### config.mk
export PLATFORM = sky130hd
export DESIGN_NAME = csb_window
export DESIGN_NICKNAME = d
export VERILOG_FILES = /design/src/hdl/csb_pkg.sv /design/src/hdl/csb_window.sv
export SDC_FILE = /design/constraint.sdc
export NUM_CORES = 1
export LEC_CHECK = 0
export ABC_AREA = 1
export BUFFER_PORTS_ARGS = -buffer_cell sky130_fd_sc_hd__buf_2
export CAP_MARGIN = 25
export CORE_MARGIN = 8
export CORE_UTILIZATION = 48
export DETAILED_ROUTE_END_ITERATION = 12
export PLACE_DENSITY = 0.79
export SYNTH_ARGS = -nofsm -noshare
export SYNTH_HDL_FRONTEND = slang
export SYNTH_SLANG_ARGS = --single-unit
### constraint.sdc
create_clock -name clk -period 2.7 [get_ports clk]
set_clock_uncertainty 0.15 [all_clocks]
set_input_delay 0.405 -clock clk [delete_from_list [all_inputs] [get_ports clk]]
set_output_delay 0.405 -clock clk [all_outputs]
set_load 0.005 [all_outputs]
### src/hdl/csb_pkg.sv
// Shared constants, types and helper functions for the cardinal spline to Bezier converter.
// Used by every module in the hdl folder; depends on nothing else.
`default_nettype none

package csb_pkg;

  // Field widths.
  localparam int KW = 16;   // knot coordinate
  localparam int TW = 16;   // tension, unsigned Q4.12
  localparam int OW = 18;   // output point coordinate

  // Internal datapath widths.
  localparam int DW = KW + 3;            // weighted knot differences
  localparam int MW = DW + TW + 1;       // difference times signed tension
  localparam int PW = MW + 2;            // raw Q12 coefficient sums
  localparam int CW = 26;                // rounded cubic coefficients
  localparam int BW = CW + 2;            // Bezier points before saturation
  localparam int EW = KW + 1;            // knot difference a1 - a2

  // Fixed point.
  localparam int Q_FRAC = 12;
  localparam logic [PW-1:0] HALF_UP   = PW'(2048);
  localparam logic [PW-1:0] HALF_DOWN = PW'(2047);

  // Exact division by three: q = (m * DIV3_RECIP) >> DIV3_SHIFT for m below 2**CW.
  localparam int DIV3_SHIFT = 27;
  localparam logic [CW-1:0] DIV3_RECIP = CW'(44739243);
  localparam int QW = 2 * CW - DIV3_SHIFT;

  // Window.
  localparam int WIN_DEPTH = 3;
  localparam logic [1:0] FILL_FULL = 2'd3;

  // Index of the Bezier point being sent.
  localparam logic [1:0] IDX_B0 = 2'd0;
  localparam logic [1:0] IDX_B1 = 2'd1;
  localparam logic [1:0] IDX_B3 = 2'd3;

  // Configuration port.
  localparam int ADDR_W = 3;
  localparam int DATA_W = 32;
  localparam logic [ADDR_W-3:0] REG_TENSION = '0;
  localparam logic [TW-1:0] TENSION_RESET = 16'd1638;

  // Four knots of one coordinate.
  typedef struct packed {
    logic signed [KW-1:0] k0;
    logic signed [KW-1:0] k1;
    logic signed [KW-1:0] k2;
    logic signed [KW-1:0] k3;
  } knot_set_t;

  // Stage load enables for the coordinate datapath.
  typedef struct packed {
    logic ld2;
    logic ld3;
    logic ld4;
    logic ld5;
  } pipe_ld_t;

  // Divide a Q12 value by 4096, rounding to nearest with halves away from zero.
  function automatic logic signed [CW-1:0] round_q12(input logic signed [PW-1:0] s);
    logic signed [PW-1:0] adj;
    adj = s + $signed(s[PW-1] ? HALF_DOWN : HALF_UP);
    return adj[CW+Q_FRAC-1:Q_FRAC];
  endfunction

  // Clamp a point to the output range.
  function automatic logic signed [OW-1:0] sat_pt(input logic signed [BW-1:0] v);
    logic fits;
    fits = (v[BW-1:OW-1] == '0) || (v[BW-1:OW-1] == '1);
    if (fits) begin
      return v[OW-1:0];
    end
    return v[BW-1] ? {1'b1, {(OW-1){1'b0}}} : {1'b0, {(OW-1){1'b1}}};
  endfunction

endpackage

`default_nettype wire

### src/hdl/csb_window.sv
// Knot window: keeps the last three knots of a curve and launches full four-knot segments.
// Depends on csb_pkg.
`default_nettype none

module csb_window import csb_pkg::*; (
  input  wire logic                 clk,
  input  wire logic                 rst,
  input  wire logic                 accept,
  input  wire logic signed [KW-1:0] knot_x,
  input  wire logic signed [KW-1:0] knot_y,
  input  wire logic                 start_curve,
  input  wire logic                 ld2,
  output logic                      v1,
  output knot_set_t                 s1_x,
  output knot_set_t                 s1_y,
  output logic                      s1_first
);

  logic [1:0] fill;
  logic       first_pending;
  logic [1:0] fill_eff;
  logic       first_eff;
  logic       full;
  logic signed [KW-1:0] wx [WIN_DEPTH];
  logic signed [KW-1:0] wy [WIN_DEPTH];

  // A start flag restarts the curve before this knot is taken.
  always_comb begin
    fill_eff  = start_curve ? 2'd0 : fill;
    first_eff = start_curve | first_pending;
    full      = (fill_eff == FILL_FULL);
  end

  // Control state.
  always_ff @(posedge clk) begin
    if (rst) begin
      fill          <= '0;
      first_pending <= 1'b1;
      v1            <= 1'b0;
    end else begin
      if (accept) begin
        if (!full) begin
          fill          <= fill_eff + 2'd1;
          first_pending <= first_eff;
        end else begin
          fill          <= fill_eff;
          first_pending <= 1'b0;
        end
      end
      v1 <= (accept && full) || (v1 && !ld2);
    end
  end

  // Window contents and the segment register.
  always_ff @(posedge clk) begin
    if (accept) begin
      if (!full) begin
        wx[fill_eff] <= knot_x;
        wy[fill_eff] <= knot_y;
      end else begin
        s1_x     <= '{k0: wx[0], k1: wx[1], k2: wx[2], k3: knot_x};
        s1_y     <= '{k0: wy[0], k1: wy[1], k2: wy[2], k3: knot_y};
        s1_first <= first_eff;
        wx[0]    <= wx[1];
        wx[1]    <= wx[2];
        wx[2]    <= knot_x;
        wy[0]    <= wy[1];
        wy[1]    <= wy[2];
        wy[2]    <= knot_y;
      end
    end
  end

endmodule

`default_nettype wire

Word-level counts from Yosys, hierarchy flattened

Memories as Yosys holds them, arrays and structs flattened. A register that Yosys moved wholly into a read port is not among the register bits.
Index checks and enable logic that the tools add are counted.

Bitwise gates (word level): 1
Muxes and demuxes: 15
Reductions and logical operators: 7
Multipliers: 0
Add/sub/neg operators: 1
Shift-type cells: 0
Equality and inequality tests: 1
Divide/modulo/power cells: 0
Order comparisons: 0

Operators with widths:

| kind                                         | number |
|---|---|
| two-way mux 16 bit                           | 2 |
| OR reduction 16 bit                          | 2 |
| two-way mux 1 bit                            | 9 |
| two-way mux 2 bit                            | 4 |
| adder 2 x 1 -> 2 bit (second input constant) | 1 |
| == test 2 bit (second input constant)        | 1 |
| logical AND 1 bit                            | 2 |
| AND reduction 2 bit                          | 1 |
| logical NOT 1 bit                            | 1 |
| logical OR 1 bit                             | 1 |
| OR 1 bit                                     | 1 |

Input bits: 37
Logic and storage cells: 37
Memory bits (writable): 96
Bits in read-only memories: 0
Bits in latches: 0
Memories kept: 2
Register bits after elaboration: 101
Output and inout port bits: 130

Memory list:

| name | words | width | rd ports | clocked after memory_dff | wr ports | RTL line         | text |
|---|---|---|---|---|---|---|---|
| wx   | 3     | 16    | 3        | 1                        | 3        | csb_window.sv:24 | `logic signed [KW-1:0] wx [WIN_DEPTH];` |
| wy   | 3     | 16    | 3        | 1                        | 3        | csb_window.sv:25 | `logic signed [KW-1:0] wy [WIN_DEPTH];` |

Depth between registers and ports, before layout

Depth in word-level cells: 7
Mapped depth: 7
Gate-level depth less buffers: 5

Worst setup path before layout

No wires, ideal clock.

Path kind: input port to flip-flop
From: in start_curve
To: reg s1_first (enable)
Required time: 2.117 ns
Buffers on the path: 1
Path slack: -0.219 ns
Setup time: 0.433 ns
Cell stages on the path: 4
Arrival: 2.336 ns
Path through: inv_1 nand4_2 inv_2 buf_2

Longest elaborated chain between the ends: 3

Ends and longest elaborated chain:

| what                          | RTL line         | text |
|---|---|---|
| from (decl)                   | csb_window.sv:11 | `input wire logic start_curve,` |
| two-way mux 2 bit             | csb_window.sv:29 | `fill_eff = start_curve ? 2'd0 : fill;` |
| == test 2 bit                 | csb_window.sv:31 | `full = (fill_eff == FILL_FULL);` |
| AND reduction 2 bit (no line) | n/a              |  |
| to (signal assigned)          | csb_window.sv:63 | `s1_first <= first_eff;` |
| to (decl)                     | csb_window.sv:16 | `output logic s1_first` |

No other way between the ends.
A chain may end at the register's enable or synchronous reset.

Worst setup path in the final report

From: reg fill[0]
To: reg s1_y[16] (netlist name)

Longest elaborated chain between the ends: 3

Ends and longest elaborated chain:

| what                          | RTL line         | text |
|---|---|---|
| from (decl)                   | csb_window.sv:19 | `logic [1:0] fill;` |
| from (signal assigned)        | csb_window.sv:43 | `fill <= fill_eff + 2'd1;` |
| from (signal assigned)        | csb_window.sv:46 | `fill <= fill_eff;` |
| two-way mux 2 bit             | csb_window.sv:29 |  |
| == test 2 bit                 | csb_window.sv:31 |  |
| AND reduction 2 bit (no line) | n/a              |  |

No other way between the ends.

==> impl_metrics.env <==
export IMPL_final_common_cell="edfxtp_1"
export IMPL_setup_viol=0
export IMPL_post_place_ws_ps=704
export IMPL_hold_path_end="v1$_SDFF_PP0_"
export IMPL_ant_nets=0
export IMPL_cts_sinks=229
export IMPL_powerDensity_mw_per_mm2=742
export IMPL_ys_seq_elements=229
export IMPL_final_hold_viol_count=0
export IMPL_grt_pass1_wl_mm=23.1
export IMPL_maxCapViolCount=0
export IMPL_numCtsBuffers=23
export IMPL_antennaDiodeCount=0
export IMPL_setup_slack_ps=911
export IMPL_nNetsFinal=683
export IMPL_combPwrFrac_pct=2.4
export IMPL_yosysUniqueCellTypes=14
export IMPL_regToRegEndpoint="s1_y[16]$_DFFE_PP_"
export IMPL_design_die_area_mm2=0.0202
export IMPL_slew_violations=0
export IMPL_grt_start_max_net_pins=55
export IMPL_rsz0062_at_grt="false"
export IMPL_power_switching_mw=1.37
export IMPL_synth_warnings=0
export IMPL_ys_top_cells_by_area="edfxtp_1 (88%), nand2_1 (8.2%), dfxtp_1 (1.0%)"
export IMPL_post_route_period_util_pct=66.3
export IMPL_synth_area_per_cell_um2=18.0
export IMPL_gr_total_overflow=0
export IMPL_track_usage_pct=14.6
export IMPL_final_cell_mix="edfxtp_1 (225), nand2_1 (166), buf_2 (166)"
export IMPL_syn_area_mm2=0.00764
export IMPL_clkPwrFrac_pct=43.5
export IMPL_num_rows=46
export IMPL_reg2regPathDepth=3
export IMPL_timing_fmax_ghz=0.559
export IMPL_worst_endpoint_required_ps=2710
export IMPL_cts_resized=0
export IMPL_drtIter0Drc=317
export IMPL_dieHeight_um=142
export IMPL_post_dp_hpwl_mm=10.3
export IMPL_cts_tree="built"
export IMPL_clockBufferDepth=3
export IMPL_gp_congestion=0.753
export IMPL_tightestPinTransition_ps=617
export IMPL_ioPinCount=167
export IMPL_status="completed"
export IMPL_initial_core_util_pct=48.6
export IMPL_crit_type="register to register"
export IMPL_finalPower_mw=7.35
export IMPL_power_switching_share_pct=18.6
export IMPL_clk_pin_slew_ps=60
export IMPL_synth_area_leader_cell="edfxtp_1"
export IMPL_seqPwrFrac_pct=54.1
export IMPL_grt_pass1_vias=4341
export IMPL_cp_max_fo=54
export IMPL_clockRootBuffer="clkbuf_16"
export IMPL_antenna_found_initial=0
export IMPL_viasPerCell=4.80
export IMPL_cp_end_kind="register"
export IMPL_drive_above_1_share_pct=32.5
export IMPL_cp_start_kind="register"
export IMPL_cts_max_level=1
export IMPL_drt_total_wl_mm=15.5
export IMPL_ff2ff_setup_slack_ps=910
export IMPL_vias=4212
export IMPL_syn_num_nets=462
export IMPL_peakVddDrop_v=0.000429
export IMPL_drc=0
export IMPL_rr_startpoint="fill[0]$_SDFFE_PP0P_"
export IMPL_final_min_clock_period_ps=1790
export IMPL_dpl_cell_area_mm2=0.00881
export IMPL_io_buffers=166
export IMPL_p_int_mw=5.98
export IMPL_wl_per_cell_um=17.6
export IMPL_first_pass_iters=4
export IMPL_holdPathStages=4
export IMPL_timing_hold_worst_start="ld2"
export IMPL_worstHoldPathType="input pin to register"
export IMPL_area_growth_pct=29.7
export IMPL_design_core_area_mm2=0.0157
export IMPL_ys_seq_area_share_pct=89.5
export IMPL_finalSetupTns_ps=0
export IMPL_fin_area_mm2=0.00991
export IMPL_cp_arrival_ps=1800
export IMPL_cellLeakagePower_nw=3.77
export IMPL_relSlewSlack_pct=58.8
export IMPL_die_width_um=142
export IMPL_postSynthCellCount=425
export IMPL_clk_latency_ps=480
export IMPL_synth_top_area_share_pct=88.4
[final cells by class]
| type | count | area (µm²) |
|---|---|---|
| tap | 216 | 270 |
| timing repair buffer | 206 | 1290 |
| inverter | 5 | 23.8 |
| sequential | 229 | 6840 |
| clock buffer | 25 | 583 |
| fill | 1104 | 5800 |
| multi-input combinational | 181 | 721 |
| clock inverter | 16 | 189 |
[registers in the layout, summed over array words and instances (netlist names)]
signal and count:
s1_x 64, s1_y 64, wx 48, wy 48, fill 2, first_pending 1, s1_first 1, v1 1
[Yosys cell counts (all sizes together)]
| library cell | count |
|---|---|
| a21oi | 4 |
| inv | 5 |
| edfxtp | 225 |
| nand4 | 1 |
| o21ai | 1 |
| clkbuf | 1 |
| nor2 | 7 |
| or2 | 1 |
| nand2 | 166 |
| dfxtp | 4 |
| nand3 | 1 |
| buf | 9 |
[worst max-delay path: stages (launching register included)]
cell and delay (ps):
dfxtp_1 410, nand4_2 190, inv_6 350, buf_12 310
[worst max-delay path by stage]
| stage | from | endpoint | slack [ps] | cells after the start |
|---|---|---|---|---|
| after CTS | fill[1]$_SDFFE_PP0P_ | wy[0][7]$_DFFE_PP_ | 900 | 5 |
| after floorplan | start_curve | wx[1][0]$_DFFE_PP_ | 170 | 3 |
| final | fill[0]$_SDFFE_PP0P_ | s1_y[16]$_DFFE_PP_ | 910 | 3 |
| after global placement | start_curve | wy[2][13]$_DFFE_PP_ | 760 | 5 |
| after global routing | fill[0]$_SDFFE_PP0P_ | wy[1][0]$_DFFE_PP_ | 790 | 5 |
| after detailed placement | start_curve | wy[1][10]$_DFFE_PP_ | 700 | 5 |
[metrics by stage]
step	hold slack, ps	std cells	utilization (%)
floorplan	250	425	-
global placement	252	804	56.1
detailed placement	255	804	56.1
CTS	1.66	877	63.0
global route	30.8	878	63.1
finish	22.1	878	63.1
[repair_timing]
item                                   4_1_cts  5_1_grt
buffers inserted                             0        0
hold buffers                                32        1
endpoints found under the hold margin       65        1
[logic make-up (layout without fill, tap and decap cells)]
logic type             count (synthesis)  count (layout)  synth area share, %
buffers and inverters                 15             252                 1.38
AOI/OAI and AO/OA                      5               5                0.327
and+or+nand+nor                      176             176                 8.81
DFF                                  229             229                 89.5
[metal layers]
| layer | track usage [%] | part of all wire, % | up-vias |
|---|---|---|---|
| met1 | 16.5 | 37 | 2068 |
| met4 | 4.86 | 2.5 | 0 |
| met5 | 0 | 0 | - |
| met2 | 27.2 | 55 | 148 |
| met3 | 2.75 | 5.7 | 30 |
| li1 | - | - | 1966 |
[power by group through the flow]
stage	clock [mW]	combinational, mW	sequential, mW
2_1_floorplan	0	0.0613	4.04
3_3_place_gp	0	0.133	4.05
3_5_place_dp	0	0.143	4.05
4_1_cts	3.25	0.180	3.97
5_1_grt	3.40	0.198	3.98
6_report	3.20	0.179	3.97
(Power assumes the default switching activity.)
