<file path="src/hdl/csb_pkg.sv">
// Shared constants, types and helper functions for the cardinal spline to Bezier converter.
// Used by every module in the hdl folder; depends on nothing else.
`default_nettype none

package csb_pkg;

  // Field widths.
  localparam int KW = 16;   // knot coordinate
  localparam int TW = 16;   // tension, unsigned Q4.12
  localparam int OW = 18;   // output point coordinate

  // Internal datapath widths.
  localparam int DW = KW + 3;            // weighted knot differences
  localparam int MW = DW + TW + 1;       // difference times signed tension
  localparam int PW = MW + 2;            // raw Q12 coefficient sums
  localparam int CW = 26;                // rounded cubic coefficients
  localparam int BW = CW + 2;            // Bezier points before saturation
  localparam int EW = KW + 1;            // knot difference a1 - a2

  // Fixed point.
  localparam int Q_FRAC = 12;
  localparam logic [PW-1:0] HALF_UP   = PW'(2048);
  localparam logic [PW-1:0] HALF_DOWN = PW'(2047);

  // Exact division by three: q = (m * DIV3_RECIP) >> DIV3_SHIFT for m below 2**CW.
  localparam int DIV3_SHIFT = 27;
  localparam logic [CW-1:0] DIV3_RECIP = CW'(44739243);
  localparam int QW = 2 * CW - DIV3_SHIFT;

  // Window.
  localparam int WIN_DEPTH = 3;
  localparam logic [1:0] FILL_FULL = 2'd3;

  // Index of the Bezier point being sent.
  localparam logic [1:0] IDX_B0 = 2'd0;
  localparam logic [1:0] IDX_B1 = 2'd1;
  localparam logic [1:0] IDX_B3 = 2'd3;

  // Configuration port.
  localparam int ADDR_W = 3;
  localparam int DATA_W = 32;
  localparam logic [ADDR_W-3:0] REG_TENSION = '0;
  localparam logic [TW-1:0] TENSION_RESET = 16'd1638;

  // Four knots of one coordinate.
  typedef struct packed {
    logic signed [KW-1:0] k0;
    logic signed [KW-1:0] k1;
    logic signed [KW-1:0] k2;
    logic signed [KW-1:0] k3;
  } knot_set_t;

  // Stage load enables for the coordinate datapath.
  typedef struct packed {
    logic ld2;
    logic ld3;
    logic ld4;
    logic ld5;
  } pipe_ld_t;

  // Divide a Q12 value by 4096, rounding to nearest with halves away from zero.
  function automatic logic signed [CW-1:0] round_q12(input logic signed [PW-1:0] s);
    logic signed [PW-1:0] adj;
    adj = s + $signed(s[PW-1] ? HALF_DOWN : HALF_UP);
    return adj[CW+Q_FRAC-1:Q_FRAC];
  endfunction

  // Clamp a point to the output range.
  function automatic logic signed [OW-1:0] sat_pt(input logic signed [BW-1:0] v);
    logic fits;
    fits = (v[BW-1:OW-1] == '0) || (v[BW-1:OW-1] == '1);
    if (fits) begin
      return v[OW-1:0];
    end
    return v[BW-1] ? {1'b1, {(OW-1){1'b0}}} : {1'b0, {(OW-1){1'b1}}};
  endfunction

endpackage

`default_nettype wire

</file>
<file path="src/hdl/csb_emit.sv">
// Output sequencer: steps through the Bezier points of one segment, one transaction each.
// Depends on csb_pkg.
`default_nettype none

module csb_emit import csb_pkg::*; (
  input  wire logic       clk,
  input  wire logic       rst,
  input  wire logic       ld5,
  input  wire logic       first4,
  input  wire logic       out_stall,
  output logic            out_valid,
  output logic            last_of_run,
  output logic [1:0]      sel,
  output logic            free
);

  logic       done;
  logic [1:0] sel_next;
  logic       valid_next;

  // The segment leaves once its end point is taken.
  always_comb begin
    last_of_run = (sel == IDX_B3);
    done        = out_valid && !out_stall && last_of_run;
    free        = !out_valid || done;
    sel_next    = sel;
    valid_next  = out_valid && !done;
    if (ld5) begin
      sel_next   = first4 ? IDX_B0 : IDX_B1;
      valid_next = 1'b1;
    end else if (out_valid && !out_stall && !last_of_run) begin
      sel_next = sel + 2'd1;
    end
  end

  always_ff @(posedge clk) begin
    if (rst) begin
      out_valid <= 1'b0;
      sel       <= IDX_B1;
    end else begin
      out_valid <= valid_next;
      sel       <= sel_next;
    end
  end

endmodule

`default_nettype wire

</file>
<file path="config.mk">
export PLATFORM = sky130hd
export DESIGN_NAME = csb_emit
export DESIGN_NICKNAME = d
export VERILOG_FILES = /design/src/hdl/csb_pkg.sv /design/src/hdl/csb_emit.sv
export SDC_FILE = /design/constraint.sdc
export NUM_CORES = 1
export LEC_CHECK = 0
export CORE_AREA = 2 2 39 41
export DETAILED_ROUTE_END_ITERATION = 6
export DIE_AREA = 0 0 41 43
export DONT_BUFFER_PORTS = 1
export PLACE_DENSITY = 0.3
export SLEW_MARGIN = 20
export SYNTH_ARGS = -nofsm -noshare
export SYNTH_HDL_FRONTEND = slang
export SYNTH_SLANG_ARGS = --single-unit
</file>
<file path="constraint.sdc">
create_clock -name clk -period 1.25 [get_ports clk]
set_input_delay 0.1875 -clock clk [delete_from_list [all_inputs] [get_ports clk]]
set_output_delay 0.1875 -clock clk [all_outputs]
set_load 0.02 [all_outputs]
</file>
======== After elaboration in Yosys (flattened, before gate mapping) ========
Cells that the tools add are included.
storage, ports and cells
  register bits ........................... 3
  input port bits ......................... 5
  output and inout bits ................... 5
  word-level logic and storage cells ...... 18
cells by class
  add/sub/neg operators ................... 1
  eq/ne operators ......................... 1
  muxes and demuxes ....................... 4
  reduce and logical (&&, ||, !) cells .... 10
operators by type and width
  cell                                          number
  logical AND 1 bit                             4
  logical NOT 1 bit                             4
  2-to-1 mux 2 bit                              2
  adder 2 x 1 -> 2 bit (second input constant)  1
  equality test 2 bit (second input constant)   1
  2-to-1 mux 1 bit                              2
  nonzero test 2 bit                            1
  logical OR 1 bit                              1

======== Longest topological paths before layout ========
Gate-level depths: netlist (run 1).
  depth after elaboration ................. 6
  mapped depth ............................ 4

======== Least setup slack after synthesis (run 1) ========
No wires, ideal clock.
  kind .................................... reg-to-reg
  start ................................... reg sel[0]
  end ..................................... reg out_valid
  setup time .............................. 0.146 ns
  data arrival time ....................... 1.566 ns
  required time ........................... 1.104 ns
  slack ................................... -0.462 ns
  cell stages (with the launch flop) ...... 5
  period minus slack after synthesis ...... 1.712 ns
  cells stage by stage .................... dfxtp_1 > ha_1 > inv_1 > o21ai_0 > a21oi_1
on the way
  longest elaborated chain between the ends .. 5
ends and longest elaborated chain
  item                    RTL line        text
  from (decl)             csb_emit.sv:13  output logic [1:0] sel,
  from (signal assigned)  csb_emit.sv:42  sel <= sel_next;
  equality test 2 bit     csb_emit.sv:23  last_of_run = (sel == IDX_B3);
  named net last_of_run   csb_emit.sv:12  output logic last_of_run,
  logical AND 1 bit       csb_emit.sv:24  done = out_valid && !out_stall && last_of_run;
  logical NOT 1 bit       csb_emit.sv:27  valid_next = out_valid && !done;
  logical AND 1 bit       csb_emit.sv:27
  2-to-1 mux 1 bit        csb_emit.sv:28  if (ld5) begin
  to (signal assigned)    csb_emit.sv:41  out_valid <= valid_next;
  to (decl)               csb_emit.sv:11  output logic out_valid,
The timed path passes the listed nets, and every way through them passes these cells.
A chain may end at the register's enable or synchronous reset.

======== Worst setup path after layout (run 1) ========
  start ................................... reg sel[0]
  end ..................................... out free
on the way
  longest elaborated chain between the ends .. 3
ends and longest elaborated chain
  item                 RTL line        text
  equality test 2 bit  csb_emit.sv:23
  logical AND 1 bit    csb_emit.sv:24
  logical OR 1 bit     csb_emit.sv:25  free = !out_valid || done;
  to (decl)            csb_emit.sv:14  output logic free
No other way between the ends.

==> results of run 1 <==
==> report_power, final <==
group / internal (mW) / switching, mW
combinational: 0.0323 / 0.0299
sequential: 0.103 / 0.00520
clock: 0.120 / 0.0508
==> metal layers <==
layer  global-route usage  wire [um]  up-vias
li1                     -          -       78
met1               0.0801        167       71
met2               0.0813        218       12
met3               0.0942        104        0
met4               0.0400          0        0
met5                    0          0        -
==> stage by stage <==
stage / util / setup TNS, ns
5_1_grt: 0.214 / -0.0614
4_1_cts: 0.193 / -0.00781
6_report: 0.214 / 0
3_5_place_dp: 0.170 / 0
3_3_place_gp: 0.170 / 0
2_1_floorplan: - / 0
==> cells by family (layout without fill, tap and decap cells) <==
kind of cell / count (synthesis) / count (layout) / synth area share
AO/OA/AOI/OAI: 2 / 2 / 0.0624
adder cells (fa/ha/maj): 1 / 1 / 0.0781
buffers and inverters: 2 / 13 / 0.0469
flip-flops: 3 / 3 / 0.375
multiplexers: 1 / 1 / 0.0625
AND/OR/NAND/NOR: 7 / 7 / 0.375
==> layout by cell type (no fill, tap or decap), drive strengths merged <==
master,netlist,layout
buf,0,5
clkbuf,0,4
dfxtp,3,3
dlygate4sd3,0,2
inv,2,2
nor3,2,2
o21ai,1,1
a21oi,1,1
nor3b,1,1
mux2i,1,1
nor4,1,1
and4bb,1,1
nand2,1,1
nor2,1,1
ha,1,1
==> synthesized netlist by cell type <==
library cell	n	area share
nor4_1	1	0.039
ha_1	1	0.078
inv_1	2	0.047
nor3b_4	1	0.12
a21oi_1	1	0.031
nor3_2	1	0.063
nand2_1	1	0.023
nor2_1	1	0.023
mux2i_1	1	0.063
o21ai_0	1	0.031
nor3_1	1	0.031
dfxtp_1	3	0.38
and4bb_1	1	0.078
==> what timing repair did <==
| action | 4_1_cts | 5_1_grt |
|---|---|---|
| hold buffers | 0 | 2 |
| endpoints found under the hold margin | 0 | 1 |
| resized for setup | 3 | 2 |
| endpoints found under the setup margin | 1 | 1 |
==> path summary, 6_finish.rpt <==
check,startpoint,end,depth (start not counted)
min,rst,out_valid,1
max reg2reg,sel[0],sel[1],4
max,sel[0],free,4
min reg2reg,out_valid,out_valid,3
==> worst register-to-register path, delay by kind of cell, from the launching register on <==
| kind | cells | cell delay, ns |
|---|---|---|
| multiplexers | 1 | 0.26 |
| flip-flops | 1 | 0.33 |
| AND/OR/NAND/NOR | 2 | 0.27 |
| adder cells (fa/ha/maj) | 1 | 0.18 |
==> flip-flops by register name, indices dropped and copies added (netlist names) <==
name and cells:
sel 2, out_valid 1
==> final cells by class <==
type	count	area, um^2	share of cell area
flip-flops and latches	3	62.6	0.211
repair buffers	7	61.3	0.207
clock buffers	4	26.3	0.0886
well taps	16	20.0	0.0675
inverters	2	10.0	0.0338
multi-input cells	11	116	0.392
==> results by stage, run 1 <==
Route:
- The iteration count of the initial detailed-routing pass is 2.
- The number of DRC markers in iteration 0 is 3.
- The average detailed-routed wire length per instance is 11.4 um.
- The via density per instance is between 3 and 4.
- The sum of routed wire length over all layers is between 400 and 500 um.
- The detailed-route via count is roughly 160.
- The post-detailed-route count of antenna-violating nets is 0.
- In the routed design, unresolved DRC markers number 0.

Outcome:
- The flow ran to the end, and the final reports show no timing, DRC or antenna violations.

STA:
- Headroom to the max-slew limit came out at 0.850.
- The max-slew violation total from the final report came to 0.
- The transition time at the pin with the least slew margin is 0.223 ns.
- The number of setup violations in the final report is 0.
- The worst hold slack across all endpoints is ~0.017 ns.
- The post-layout worst setup margin is between 0.005 and 0.006 ns.
- The worst path in the final design needs a cycle of 1.24 ns, including I/O delays and setup.
- Dividing the final minimum period by the clock period gives 0.995.
- The count of final hold-check violations is 0.
- The peak clock frequency supported by timing is 804 MHz.
- For the final database, setup skew stands at 0.000452 ns.
- Setup repair after global routing could not meet its margin everywhere.

Placement:
- The post-detailed-placement cell area is 235 um^2.
- The number of instances in the placed design is 37.
- The last weighted congestion value of the routability-driven placer is 0.625.
- Buffers placed on the I/O ports in this run total 0.
- The worst-case setup slack after placement is 0.0842 ns.
- Once detailed placement completed, the half-perimeter wirelength came to 375 um.

Synthesis:
- The post-synthesis net count is 22.
- The mean instance size in the synthesized netlist is 10.0 um^2.
- The flop and latch count out of synthesis is 3.
- Synthesis instantiated 13 different standard cells from the library.
- For this run, the register share of the synthesized area comes to 0.375.
- Summing every instance area after synthesis gives 160 um^2.
- In the synthesized netlist, the number of instances is 16.
- The number of warnings printed during yosys synthesis is 0.

GRT:
- The initial antenna violation count came to 0.
- The via count of the first global-routing pass is 187.
- The first global-routing pass estimated between 800 and 900 um of wire.
- The remaining global-route overflow is 0.
- For this run, the total global-route usage over all layers was measured as 0.0752.
- Entering global routing, the biggest net connects 6 pins.

Floorplan:
- The die width is 41 um.
- The initial core utilization is 0.116.
- The floorplan step defined a core boundary enclosing 1380 um^2.
- The initialized floorplan defines 14 standard-cell rows.
- The overall die area is 1760 um^2.
- The top-level port count is 10.
- The die height is roughly 43 um.

CTS:
- The tree built by TritonCTS fans out to 3 sinks.
- CTS built an H-tree with a depth of 1.
- The CTS root buffer is clkbuf_4.
- Clock-pin slew was measured on the worst setup and hold paths at approximately 0.040 ns.
- In this run, CTS created clock tree buffers numbering 3.
- The post-CTS setup buffer count is 0.
- For the worst-skew pair, the clock arrives at the later sink with an insertion delay of 0.23 ns.
- The maximum buffer depth of the clock tree is 2.
- TritonCTS built the clock tree.

Cells and area:
- The final instance area is between 200 and 300 um^2.
- Fill cells in the final layout number 156.
- The non-filler instance count after layout is 43.
- The number of nets in the layout is 34.
- In the final layout, the share of cells above drive strength 1 is 0.556.
- From synthesis to final layout, the design area changed by 85.2%.
- The repair_antennas step left the layout with diodes totalling 0.

Critical path:
- The critical path endpoint category is a primary output.
- Along the worst path, the maximum fanout reaches 3.
- Setup slack on the worst reg-to-reg path comes out at 0.10 ns.
- Data arrives at the worst endpoint at 1.06 ns.
- The number of buffer and inverter instances along the worst setup path is 2.
- The longest individual stage delay on the worst path is 0.35 ns.
- Grouping stages by cell kind, the critical path spends the most delay in flip-flops.
- STA classifies the critical path startpoint as a flop.
- The signal on the critical path passes through ha_4, inv_4, o21ai_4, buf_6.
- The critical setup path kind is reg2out.
- The slowest stage of the critical path belongs to the cell dfxtp_2.
- At the worst endpoint, the required time is 1.06 ns.

Power and ir drop:
- The power per unit of standard cell area is around 1100 nW/um^2.
- The maximum resistive drop on vdd is 349 uV.
- The post-route total power is 0.341 mW.
- In this run the static leakage power is 0.115 nW.

Flow run:
- The number of max-cap violations is 0.

Min path:
- The path type of the worst min-delay path is in2reg.
Power figures use the tool's default switching activity.
==> run 2, diff against run 1 <==
Settings changed: ABC_AREA from default to 1, MAX_ROUTING_LAYER from default to met4, SKIP_LAST_GASP from default to 1.
==> results by stage, run 2 <==
Outcome:
- Status: complete, no violations (unchanged).

Synthesis:
- The library cell occupying the most area in the post-synthesis netlist is dfxtp_1 (unchanged).
- The xor and xnor fraction of the mapped netlist area was 0 (unchanged).
- The simple-gate area share of the yosys netlist is 0.305 (was 0.375).
- The complex-gate fraction of the synthesized area is 0.115 (was 0.0625).
- The multiplexer share of the synthesized area was 0 (was 0.0625).
- The number of enable-type register cells in the synthesized netlist is 0 (unchanged).
- The number of different library cells in the post-synthesis netlist is 11 (was 13).
- The largest family of logic cells by synthesized area is simple AND/OR/NAND/NOR gates (unchanged).
- The mapped cell area is 164 um^2 (was 160 um^2).
- The number of warnings printed during yosys synthesis is 0 (unchanged).
- The share of the yosys chip area belonging to registers is 0.366 (was 0.375).
- Main area contributors after synthesis: dfxtp_1 37%, inv_1 11%, nand2_1 11% (was dfxtp_1 38%, nor3b_4 12%, and4bb_1 7.8%).
- The commonest register cell after synthesis is dfxtp_1 (unchanged).
- The post-synthesis net count is 30 (was 22).
- The area share of fa/ha/maj cells after synthesis came to 0.0763 (was 0.0781).
- The mean instance size in the synthesized netlist came to 6.83 um^2 (was 10.0 um^2).
- Ranking of synthesized cells by instance count: 5 x inv_1, 5 x nand2_1, 3 x dfxtp_1, 3 x nor2_1, 2 x nand3_1 (was 3 x dfxtp_1, 2 x inv_1).
- The share of Yosys cell area claimed by the top area cell type came to 0.366 (was 0.375).
- The gate count after technology mapping was 24 (was 16).
- The flop and latch count out of synthesis is 3 (unchanged).
- The share of synthesized flip-flops with an asynchronous set or reset is 0 (unchanged).

STA:
- The max-slew headroom at the worst pin is 0.883 (was 0.850).
- The time the final worst path needs with I/O delays and setup came to 1.23 ns (was 1.24 ns).
- The max-slew violation total from the final report came to 0 (unchanged).
- The final worst clock skew is 0.00323 ns (was 0.000452 ns).
- The post-layout worst setup margin was 0.0179 ns (was 0.00581 ns).
- The count of final hold-check violations is 0 (unchanged).
- The transition time at the pin with the least slew margin came to 0.176 ns (was 0.223 ns).
- Setup repair after global routing missed its margin: yes (unchanged).
- The accumulated negative setup slack is 0 ns (unchanged).
- The part of the cycle the worst path needs was 0.986 (was 0.995).
- The number of setup violations in the final report is 0 (unchanged).
- The peak clock frequency supported by timing is 812 MHz (was 804 MHz).

CTS:
- The count of clock tree sinks came to 3 (unchanged).
- The clock network latency to the later pin of the worst-skew pair was 0.24 ns (was 0.23 ns).
- The CTS root buffer is clkbuf_4 (unchanged).
- The CTS tree is built (unchanged).
- The maximum buffer depth of the clock tree is 2 (unchanged).
- The depth of the CTS H-tree is 1 (unchanged).
- The clock input transition at the sequential cells of the worst setup and hold paths is 0.04 ns (about the same).
- The clock buffer count from CTS is 3 (unchanged).
- The count of hold-fix buffers inserted at cts came to 0 (unchanged).

Power and ir drop:
- The power per unit of standard cell area is 1200 nW/um^2 (was 1150 nW/um^2).
- The maximum resistive drop on vdd came to 291 uV (was 349 uV).
- The leakage component of the power is 0.142 nW (was 0.115 nW).

Floorplan:
- The die width is 41 um (unchanged).
- The number of cell rows came to 14 (unchanged).
- The die height came to 43 um (unchanged).
- The top-level port count came to 10 (unchanged).
- The overall die area is 1760 um^2 (unchanged).
- The initial core utilization came to 0.118 (was 0.116).
- The placeable core area is 1380 um^2 (unchanged).

Route:
- The via density per instance is 3.59 (was 3.74).
- The sum of routed wire length over all layers is 417 um (was 490 um).
- The number of DRC markers in iteration 0 came to 4 (was 3).
- The iteration count of the initial detailed-routing pass was 2 (unchanged).
- The average detailed-routed wire length per instance is 8.18 um (was 11.4 um).
- The detailed-route via count is 183 (was 161).
- The post-detailed-route count of antenna-violating nets came to 0 (unchanged).
- The remaining routing DRC violations came to 0 (unchanged).

GRT:
- The via count of the first global-routing pass is 161 (was 187).
- The initial antenna violation count is 0 (unchanged).
- The remaining global-route overflow was 0 (unchanged).
- The global-route usage over all layers came to 0.0656 (was 0.0752).
- The pin count of the biggest net entering global routing is 5 (was 6).
- The wire length of the first global-routing pass is 621 um (was 807 um).

Flow run:
- The number of max-cap violations was 0 (unchanged).

Critical path:
- The worst endpoint required time is 1.06 ns (about the same).
- The end point of the critical path is free (unchanged).
- The source of the critical timing path is sel[1] (was sel[0]).
- The critical setup path kind is reg2out (unchanged).
- The startpoint type of the worst setup path is a flop (unchanged).
- The reg-to-reg critical path startpoint is sel[1] (was sel[0]).
- The endpoint of the worst register-to-register path was sel[0] (was sel[1]).
- The minimum setup slack among reg-to-reg paths is 0.23 ns (was 0.10 ns).
- The arrival time at the worst endpoint came to 1.04 ns (was 1.06 ns).
- The critical path endpoint category is a primary output (unchanged).
- The number of cells on the worst reg-to-reg path is 7 (was 4).
- The maximum net fanout on the critical path is 2 (was 3).

Cells and area:
- The share of the core filled with cells in the final layout was 0.211 (was 0.214).
- The final instance area is 292 um^2 (was 297 um^2).
- The fraction of layout cells with a size suffix above 1 was 0.457 (was 0.556).
- The total inserted antenna cells came to 0 (unchanged).
- The non-filler instance count after layout is 51 (was 43).
- The most common library cell in the layout ignoring fill and taps is buf_4 (unchanged).
- Regs by FF count: sel x2, out_valid x1 (unchanged).
- Most used cells in the layout excluding fill and tap cells: 6 x buf_4, 5 x inv_1, 5 x nand2_1 (was 4 x buf_4, 3 x clkbuf_4, 2 x dlygate4sd3_1, 2 x dfxtp_2).
- The register with the highest flop count is sel (unchanged).
- The number of flip-flops in the largest register is 2 (unchanged).
- The number of nets in the layout is 42 (was 34).
- The growth of design area from synthesis to finish was 77.9% (was 85.2%).

Min path:
- The path type of the worst min-delay path is in2reg (unchanged).

Placement:
- The post-detailed-placement cell area is 234 um^2 (was 235 um^2).
- The detailed placer's ending HPWL is 307 um (was 375 um).
- The number of instances in the placed design was 45 (was 37).
- The last weighted congestion value of the routability-driven placer is 0.654 (was 0.625).
- The number of input and output port buffers inserted is 0 (unchanged).
- The worst-case setup slack after placement is 0.211 ns (was 0.0842 ns).
[run 2: changes by cell type after synthesis, moves of 2 or more]
cell	before	now
inv_1	2	5
nor2_1	1	3
nand2_1	1	5
nand3_1	0	2
[run 2: area by class of cell]
type	instances	area, um^2
Timing Repair Buffer	7	56.3
Multi-Input combinational cell	15	101
Fill cell	158	1090
Clock buffer	4	26.3
Sequential cell	3	62.6
Tap cell	16	20.0
Inverter	6	25.0
[run 2: critical path, cell delays in order (launching register included)]
cell and delay [ns]:
dfxtp_2 0.34, ha_4 0.15, inv_4 0.04, o21ai_4 0.15
buf_6 0.13
[run 2: routing by layer]
layer,part of all wire,GRT usage,vias up
met3,0.13,0.0366,4
li1,-,-,94
met1,0.42,0.0573,71
met5,0,-,-
met4,0.10,0.140,0
met2,0.35,0.0563,14
[run 2: power by group]
part	switching, mW	leakage [nW]	internal, mW
sequential	0.00693	0.0251	0.104
combinational	0.0324	0.101	0.0300
clock	0.0562	0.0150	0.120
[run 2: how the worst min path moves through the flow]
stage | startpoint | endpoint | cells past startpoint | slack, ns
6_report | rst | out_valid | 1 | 0.02
5_1_grt | rst | out_valid | 1 | 0.006
4_1_cts | rst | out_valid | 1 | 0.01
3_5_place_dp | rst | out_valid | 1 | 0.26
3_3_place_gp | rst | out_valid | 1 | 0.26
2_1_floorplan | rst | out_valid | 1 | 0.26
[run 2: per-stage QoR]
stage | hold WS [ns] | total power, mW
after floorplan | 0.257 | 0.147
after global placement | 0.260 | 0.165
after detailed placement | 0.261 | 0.165
after CTS | 0.0120 | 0.348
after global routing | 0.00618 | 0.373
final | 0.0188 | 0.349
[run 2: logic make-up (layout without fill, tap and decap cells)]
| kind of cell | after synthesis | in the layout |
|---|---|---|
| adders and majority gates | 1 | 1 |
| AOI/OAI and AO/OA | 3 | 3 |
| buffers and inverters | 6 | 17 |
| and+or+nand+nor | 11 | 11 |
| DFF | 3 | 3 |
[run 2: what timing repair did]
item                                    in CTS  in global routing
endpoints found under the setup margin       1                  1
gates cloned                                 0                  0
gates resized for setup                      3                  2
pin swaps                                    0                  2
setup buffers                                0                  2
endpoints found under the hold margin        0                  0
